### src/hw/rtl/imufd_pkg.sv
// ----------------------------------------------------------------------------
// imufd_pkg: shared types and constants for the IMU frame decoder
// Frame layout, type codes, output kind codes and fixed-point scale factors.
// ----------------------------------------------------------------------------
package imufd_pkg;

  // Frame geometry: header, type, 8 payload bytes, checksum.
  localparam int FRAME_BYTES = 11;
  // The checksum byte is never used, so only the first ten bytes are stored.
  localparam int WIN_DEPTH   = FRAME_BYTES - 1;
  localparam int HELD_W      = $clog2(FRAME_BYTES);
  localparam int WORD_W      = 16;
  localparam int VALUE_W     = 32;

  localparam int DEFAULT_FRAC_BITS = 16;

  localparam logic [7:0] HDR_BYTE   = 8'h55;
  localparam logic [7:0] TYPE_MASK  = 8'h50;
  localparam logic [7:0] TYPE_ACCEL = 8'h51;
  localparam logic [7:0] TYPE_RATE  = 8'h52;
  localparam logic [7:0] TYPE_ANGLE = 8'h53;
  localparam logic [7:0] TYPE_MAG   = 8'h54;
  localparam logic [7:0] TYPE_QUAT  = 8'h59;

  typedef enum logic [2:0] {
    KIND_ACCEL = 3'd0,
    KIND_RATE  = 3'd1,
    KIND_ANGLE = 3'd2,
    KIND_MAG   = 3'd3,
    KIND_QUAT  = 3'd4
  } kind_t;

  // Scale factors, round(factor * 2^32). Magnetic (2^32) is a plain shift.
  localparam int K_W = 26;
  localparam logic [K_W-1:0] K_ACCEL = 26'd20573061;
  localparam logic [K_W-1:0] K_RATE  = 26'd4575258;
  localparam logic [K_W-1:0] K_ANGLE = 26'd411773;
  localparam logic [K_W-1:0] K_QUAT  = 26'd131072;

endpackage

### src/hw/rtl/imufd_scale.sv
// ----------------------------------------------------------------------------
// imufd_scale: one payload word to signed fixed point
// Multiplies by the kind's scale constant, rounds half up, keeps 32 bits.
// ----------------------------------------------------------------------------
module imufd_scale #(
  parameter int FRAC_BITS = imufd_pkg::DEFAULT_FRAC_BITS
) (
  input  logic signed [imufd_pkg::WORD_W-1:0]  word,
  input  imufd_pkg::kind_t                     kind,
  output logic signed [imufd_pkg::VALUE_W-1:0] value
);
  import imufd_pkg::*;

  localparam int SHIFT_BITS = VALUE_W - FRAC_BITS;
  localparam int PROD_W     = WORD_W + K_W + 1;

  logic [K_W-1:0]             k_sel;
  logic signed [PROD_W-1:0]   prod;
  logic signed [PROD_W-1:0]   prod_rnd;
  logic signed [PROD_W-1:0]   prod_shr;

  always_comb begin
    case (kind)
      KIND_ACCEL: k_sel = K_ACCEL;
      KIND_RATE:  k_sel = K_RATE;
      KIND_ANGLE: k_sel = K_ANGLE;
      KIND_QUAT:  k_sel = K_QUAT;
      default:    k_sel = '0;
    endcase
  end

  assign prod     = PROD_W'(word) * $signed({1'b0, k_sel});
  assign prod_rnd = prod + (PROD_W'(1) <<< (SHIFT_BITS - 1));
  assign prod_shr = prod_rnd >>> SHIFT_BITS;

  // Magnetic words are raw: scale by exactly 2^FRAC_BITS.
  always_comb begin
    if (kind == KIND_MAG) begin
      value = VALUE_W'(word) <<< FRAC_BITS;
    end else begin
      value = prod_shr[VALUE_W-1:0];
    end
  end

endmodule

### src/hw/rtl/imu_frame_decoder_core.sv
// ----------------------------------------------------------------------------
// imu_frame_decoder_core: byte-serial parser for 11-byte IMU frames
// Slides a window over received bytes, checks header and type, and emits
// scaled Q(32-FRAC_BITS).FRAC_BITS values for known frame types.
// ----------------------------------------------------------------------------
//  channel | dir | handshake            | payload
//  --------+-----+----------------------+-------------------------------------
//  in_     | in  | in_valid / in_stall  | in_rx_byte[7:0]
//  out_    | out | out_valid / out_stall| out_frame_kind[2:0], out_value_x/y/z/w
//
// One byte beat is taken per cycle while in_stall is low; the beat closing a
// good frame loads the frame register, and the result then passes through the
// multiply-and-round into the output register.
// rst_n (synchronous, active low) empties the window and both stages.
// in_stall rises only when the frame register is full and cannot move into
// an output register that is itself held by out_stall.
// ----------------------------------------------------------------------------
module imu_frame_decoder_core #(
  parameter int FRAC_BITS = imufd_pkg::DEFAULT_FRAC_BITS
) (
  input  logic                                 clk,
  input  logic                                 rst_n,
  input  logic                                 in_valid,
  output logic                                 in_stall,
  input  logic [7:0]                           in_rx_byte,
  output logic                                 out_valid,
  input  logic                                 out_stall,
  output logic [2:0]                           out_frame_kind,
  output logic signed [imufd_pkg::VALUE_W-1:0] out_value_x,
  output logic signed [imufd_pkg::VALUE_W-1:0] out_value_y,
  output logic signed [imufd_pkg::VALUE_W-1:0] out_value_z,
  output logic signed [imufd_pkg::VALUE_W-1:0] out_value_w
);
  import imufd_pkg::*;

  localparam int NWORDS = 4;

  // Byte window: entries 0..WIN_DEPTH-1, filled in order.
  logic [7:0]        win_r   [WIN_DEPTH];
  logic [7:0]        win_nxt [WIN_DEPTH];
  logic [HELD_W-1:0] held_r, held_nxt;

  // Frame register between window and scaler.
  logic                     frm_valid_r, frm_valid_nxt;
  kind_t                    frm_kind_r;
  logic signed [WORD_W-1:0] frm_word_r [NWORDS];

  // Output register.
  logic                      out_valid_r;
  kind_t                     out_kind_r;
  logic signed [VALUE_W-1:0] out_val_r [NWORDS];

  logic                      in_acc;
  logic                      out_ready;
  logic                      frm_ready;
  logic                      full;
  logic                      hdr_ok;
  logic                      type_known;
  kind_t                     type_kind;
  logic                      cap;
  logic signed [VALUE_W-1:0] scaled [NWORDS];

  // Pipeline flow: each stage moves when the one after it can take it.
  assign out_ready = !out_valid_r || !out_stall;
  assign frm_ready = !frm_valid_r || out_ready;
  assign in_stall  = !frm_ready;
  assign in_acc    = in_valid && !in_stall;

  // The window is full once ten bytes sit in it; the incoming byte is the
  // checksum slot; the checksum is never verified.
  assign full   = held_r >= HELD_W'(WIN_DEPTH);
  assign hdr_ok = (win_r[0] == HDR_BYTE) && ((win_r[1] & TYPE_MASK) == TYPE_MASK);

  always_comb begin
    type_known = 1'b1;
    case (win_r[1])
      TYPE_ACCEL: type_kind = KIND_ACCEL;
      TYPE_RATE:  type_kind = KIND_RATE;
      TYPE_ANGLE: type_kind = KIND_ANGLE;
      TYPE_MAG:   type_kind = KIND_MAG;
      TYPE_QUAT:  type_kind = KIND_QUAT;
      default: begin
        type_known = 1'b0;
        type_kind  = KIND_ACCEL;
      end
    endcase
  end

  // Window update: append, consume a good frame, or drop the oldest byte.
  always_comb begin
    win_nxt  = win_r;
    held_nxt = held_r;
    cap      = 1'b0;
    if (in_acc) begin
      if (!full) begin
        for (int i = 0; i < WIN_DEPTH; i++) begin
          if (held_r == HELD_W'(i)) begin
            win_nxt[i] = in_rx_byte;
          end
        end
        held_nxt = held_r + HELD_W'(1);
      end else if (hdr_ok) begin
        // Good header: frame consumed; unknown types give no result.
        held_nxt = '0;
        cap      = type_known;
      end else begin
        // Bad header: slide by one, the new byte lands in the last slot.
        for (int i = 0; i < WIN_DEPTH - 1; i++) begin
          win_nxt[i] = win_r[i+1];
        end
        win_nxt[WIN_DEPTH-1] = in_rx_byte;
        held_nxt             = HELD_W'(WIN_DEPTH);
      end
    end
  end

  always_comb begin
    frm_valid_nxt = frm_valid_r;
    if (frm_ready) begin
      frm_valid_nxt = cap;
    end
  end

  always_ff @(posedge clk) begin
    win_r <= win_nxt;
    if (!rst_n) begin
      held_r      <= '0;
      frm_valid_r <= 1'b0;
      out_valid_r <= 1'b0;
    end else begin
      held_r      <= held_nxt;
      frm_valid_r <= frm_valid_nxt;
      if (out_ready) begin
        out_valid_r <= frm_valid_r;
      end
    end
  end

  // Payload words are little endian, starting at byte 2.
  always_ff @(posedge clk) begin
    if (cap) begin
      frm_kind_r <= type_kind;
      for (int i = 0; i < NWORDS; i++) begin
        frm_word_r[i] <= {win_r[2*i+3], win_r[2*i+2]};
      end
    end
  end

  for (genvar g = 0; g < NWORDS; g++) begin : g_scale
    imufd_scale #(
      .FRAC_BITS (FRAC_BITS)
    ) u_scale (
      .word  (frm_word_r[g]),
      .kind  (frm_kind_r),
      .value (scaled[g])
    );
  end

  always_ff @(posedge clk) begin
    if (out_ready && frm_valid_r) begin
      out_kind_r   <= frm_kind_r;
      out_val_r[0] <= scaled[0];
      out_val_r[1] <= scaled[1];
      out_val_r[2] <= scaled[2];
      // Fourth component only exists for quaternion frames.
      out_val_r[3] <= (frm_kind_r == KIND_QUAT) ? scaled[3] : '0;
    end
  end

  assign out_valid      = out_valid_r;
  assign out_frame_kind = out_kind_r;
  assign out_value_x    = out_val_r[0];
  assign out_value_y    = out_val_r[1];
  assign out_value_z    = out_val_r[2];
  assign out_value_w    = out_val_r[3];

endmodule
### config.mk
export PLATFORM = sky130hd
export DESIGN_NAME = imu_frame_decoder_core
export DESIGN_NICKNAME = d
export VERILOG_FILES = /design/src/hw/rtl/imufd_pkg.sv /design/src/hw/rtl/imufd_scale.sv /design/src/hw/rtl/imu_frame_decoder_core.sv
export SDC_FILE = /design/constraint.sdc
export NUM_CORES = 2
export LEC_CHECK = 0
export ABC_CLOCK_PERIOD_IN_PS = 12450
export BUFFER_PORTS_ARGS = -buffer_cell sky130_fd_sc_hd__buf_2
export CORE_ASPECT_RATIO = 0.6
export CORE_MARGIN = 2
export CORE_UTILIZATION = 45
export DETAILED_ROUTE_END_ITERATION = 6
export HOLD_SLACK_MARGIN = 0.08
export PLACE_DENSITY = 0.65
export SLEW_MARGIN = 20
export SYNTH_ARGS = -nofsm -noshare
export SYNTH_HDL_FRONTEND = slang
export SYNTH_SLANG_ARGS = --single-unit
### constraint.sdc
create_clock -name clk -period 12.45 [get_ports clk]
set_clock_uncertainty 0.1 [all_clocks]
set_input_delay 0.6225 -clock clk [delete_from_list [all_inputs] [get_ports clk]]
set_output_delay 0.6225 -clock clk [all_outputs]
set_load 0.01 [all_outputs]
==> results.py <==
metrics = {
    "worst_setup_path": {
        "cpMaxStageDelayCell": "sky130_fd_sc_hd__nor2b_1",
        "cp_common_cell": "sky130_fd_sc_hd__fa_1",
        "worstSetupStartpointType": "flip-flop",
        "critical_path.max_stage_delay_ps": 930,
        "timing.critical_path.to_type": "flip-flop",
        "critPathArrivalTime_ps": 11310,
        "worstPathRequired_ps": 12670,
        "crit_fanout": 38,
        "critical_path.n_buffers_inverters": 5,
        "criticalPathCategory": "flip-flop to flip-flop",
        "path_delay_family": "simple AND/OR/NAND/NOR gates",
    },
    "cells_and_area": {
        "finish.cell_count_without_fillers": 7820,
        "area.growth.synth_to_final_pct": 6.124,
        "layout.core_utilization_pct": 48.08,
        "post_route_cells_drive_above_1_share_pct": 5.311,
        "design_area_um2": 61970,
        "final_net_count": 7842,
    },
    "synthesis": {
        "netlist_area_um2": 58390,
        "synth.yosys.seq_area_share_pct": 14.50,
        "synth.top_cell.area_share_pct": 37.99,
        "ys_ff_latch": 284,
        "postSynthCellCount": 6028,
        "synth_ff_type": "sky130_fd_sc_hd__edfxtp_1",
        "synth_cell_type_count": 119,
        "cells_taking_the_most_area_after_synthesis": "sky130_fd_sc_hd__fa_1 (38%), sky130_fd_sc_hd__edfxtp_1 (14%), sky130_fd_sc_hd__ha_1 (14%)",
        "synth_warnings": 0,
        "synth.largest_area_cell": "sky130_fd_sc_hd__fa_1",
        "synth_async_sr_flop_share_pct": 0,
        "post_synthesis_average_cell_area_um2": 9.687,
        "number_of_flops_mapped_to_enable_cells_by_yosys": 278,
    },
    "clocking": {
        "tritoncts.num_buffers": 34,
        "clock_tree.htree_level_count": 2,
        "cts_tree": "built",
        "cts.sink_count": 284,
        "clk_lat_worst_skew_ps": 610,
        "cts_root_buffer": "sky130_fd_sc_hd__clkbuf_16",
        "cts-root-to-sink-buffers": 3,
        "cts.clk_slew.worst_paths_ps": 60,
    },
    "global_route": {
        "global_route.peak_usage_layer": "met1",
        "gr-total-overflow": 0,
        "grt_util_met2_pct": 33.21,
        "grt.met1_usage_pct": 41.59,
        "globalRouteMet3Util_pct": 9.452,
        "grt_start_max_net_pins": 149,
        "grt_first_pass_wirelength_um": 259600,
        "number_of_global_route_vias_before_repair": 42210,
        "antenna_found_initial": 14,
        "groute.usage.overall_pct": 25.86,
    },
    "outcome": {
        "outcome": "finished, final reports clean",
    },
    "die": {
        "rows": 102,
        "start_util_pct": 45.30,
        "fp.coreArea_um2": 128900,
        "dieWidth_um": 469.1,
        "die_area_um2": 132800,
        "floorplan.die.height_um": 283.0,
        "io_count": 145,
    },
    "timing": {
        "finalMaxSlewViolations": 0,
        "timing.fmax_mhz": 90.15,
        "setup_violations": 0,
        "post_layout_minimum_cycle_time_ps": 11090,
        "rsz0062_at_grt": "false",
        "hold_viol": 0,
        "worst_pin_slew_ps": 1173,
        "sum_of_negative_setup_slack_ps": 0,
        "min_period_over_period_pct": 89.10,
        "timing.max_slew.rel_slack_pct": 21.62,
    },
    "flow_run": {
        "maxCapViolCount": 0,
    },
    "detailed_routing": {
        "wirelength_um": 169300,
        "num_vias": 41390,
        "wire_per_inst_um": 21.65,
        "vias_per_instance": 5.293,
        "remaining_drc_errors": 0,
        "antenna_left": 0,
        "detail_route.iter0.violations": 3608,
        "drt_pass1_iterations": 6,
    },
    "power": {
        "standby_leakage_power_uw": 0.03195,
        "peakVddDrop_mv": 0.07924,
        "pwr_density_cell_nw_per_um2": 35.15,
    },
    "placement": {
        "dpl_cell_area_um2": 60820,
        "place.gp.congestion": 1.036,
        "dp_hpwl_um": 148800,
        "place.detailed.instances": 7750,
        "port_buffers": 144,
    },
    "worst_hold_path": {
        "min-delay-path-class": "primary input to flip-flop",
    },
}
cells by family after synthesis:
logic type                 share of synthesized area, %
AOI/OAI and AO/OA                                 8.185
xor gates and xnor gates                          2.768
adders and majority gates                         51.87
buffers and inverters                             11.99
DFF                                               14.50
muxes                                            0.2271
other                                          0.006422
and+or+nand+nor                                   10.45
through the flow:
stage / power [uW] / hold WS [ps] / worst slack (ps)
after floorplan: 1157 / 327.2 / 1440
after global placement: 1186 / 341.0 / 1743
after detailed placement: 1188 / 333.9 / 1642
after CTS: 2200 / 86.06 / 1658
after global routing: 2253 / 99.78 / 811.4
final: 2178 / 124.7 / 1357
report_power, final:
part / total, uW / internal, uW / switching (uW)
registers: 1050 / 1050 / 3.28
logic: 123 / 47.2 / 75.8
clock network: 1010 / 553 / 453
cells in the final DEF, fill, tap and decap left out, types with 70 or more instances in the layout:
cell                          n
sky130_fd_sc_hd__xor2_1      73
sky130_fd_sc_hd__a21o_1     165
sky130_fd_sc_hd__a21oi_1    188
sky130_fd_sc_hd__nor2_1     314
sky130_fd_sc_hd__buf_2      144
sky130_fd_sc_hd__inv_1     1702
sky130_fd_sc_hd__edfxtp_1   278
sky130_fd_sc_hd__xnor2_1    106
sky130_fd_sc_hd__and2_1      86
sky130_fd_sc_hd__and3_1      70
sky130_fd_sc_hd__nand2_1    389
sky130_fd_sc_hd__ha_1       648
sky130_fd_sc_hd__fa_1      1108
sky130_fd_sc_hd__o21ai_0    117
metal layers:
metal	routed length, um	vias up
met2	63290	1779
li1	-	18790
met1	82270	20660
met5	57	-
met3	21420	154
met4	2269	10
state kept, by name, summed over array words and instances (netlist names):
name            count
out_val_r         128
win_r              80
frm_word_r         64
held_r              4
frm_kind_r          3
out_frame_kind      3
frm_valid_r         1
out_valid           1
cell type report:
type / instances / area [um2]
clock buffers: 42 / 910.9
repair buffers: 162 / 878.3
inverters: 1702 / 6389
clock inverters: 20 / 187.7
diodes: 4 / 10.01
multi-input cells: 3890 / 42980
fillers: 12160 / 66930
well taps: 1716 / 2147
flip-flops and latches: 284 / 8468
worst paths after layout:
check                                from                        endpoint  slack, ps  cells past startpoint
hold / removal              in_rx_byte[2]              win_r[2]$_DFFE_PP_        120                      1
setup reg to reg  frm_kind_r[0]$_DFFE_PP_  out_val_r[3][31]$_SDFFCE_PN0P_       1360                     27
hold reg to reg       win_r[29]$_DFFE_PP_      frm_word_r[2][5]$_DFFE_PP_        340                      0
setup / recovery  frm_kind_r[0]$_DFFE_PP_  out_val_r[3][31]$_SDFFCE_PN0P_       1360                     27
synthesized netlist by cell type, drive strengths merged (14+ instances only):
cell and number:
and2 89, xor2 74, a31oi 14, a21oi 192
nor2 319, a21o 166, clkbuf 121, inv 1702
o21ai 133, edfxtp 278, nor2b 28, o211ai 22
nand4 47, xnor2 108, nand2 394, nand3 63
a211oi 23, o21a 16, ha 648, nor4 31
or3 22, or2 34, nand2b 39, o21bai 23
fa 1108, and3 70, buf 34, nor3 47
repair_timing:
action,4_1_cts,5_1_grt
hold buffers,4,0
buffers inserted,0,0
endpoints found under the hold margin,4,0
resized for setup,0,0
Note: power is estimated with default switching activity, not from simulation.
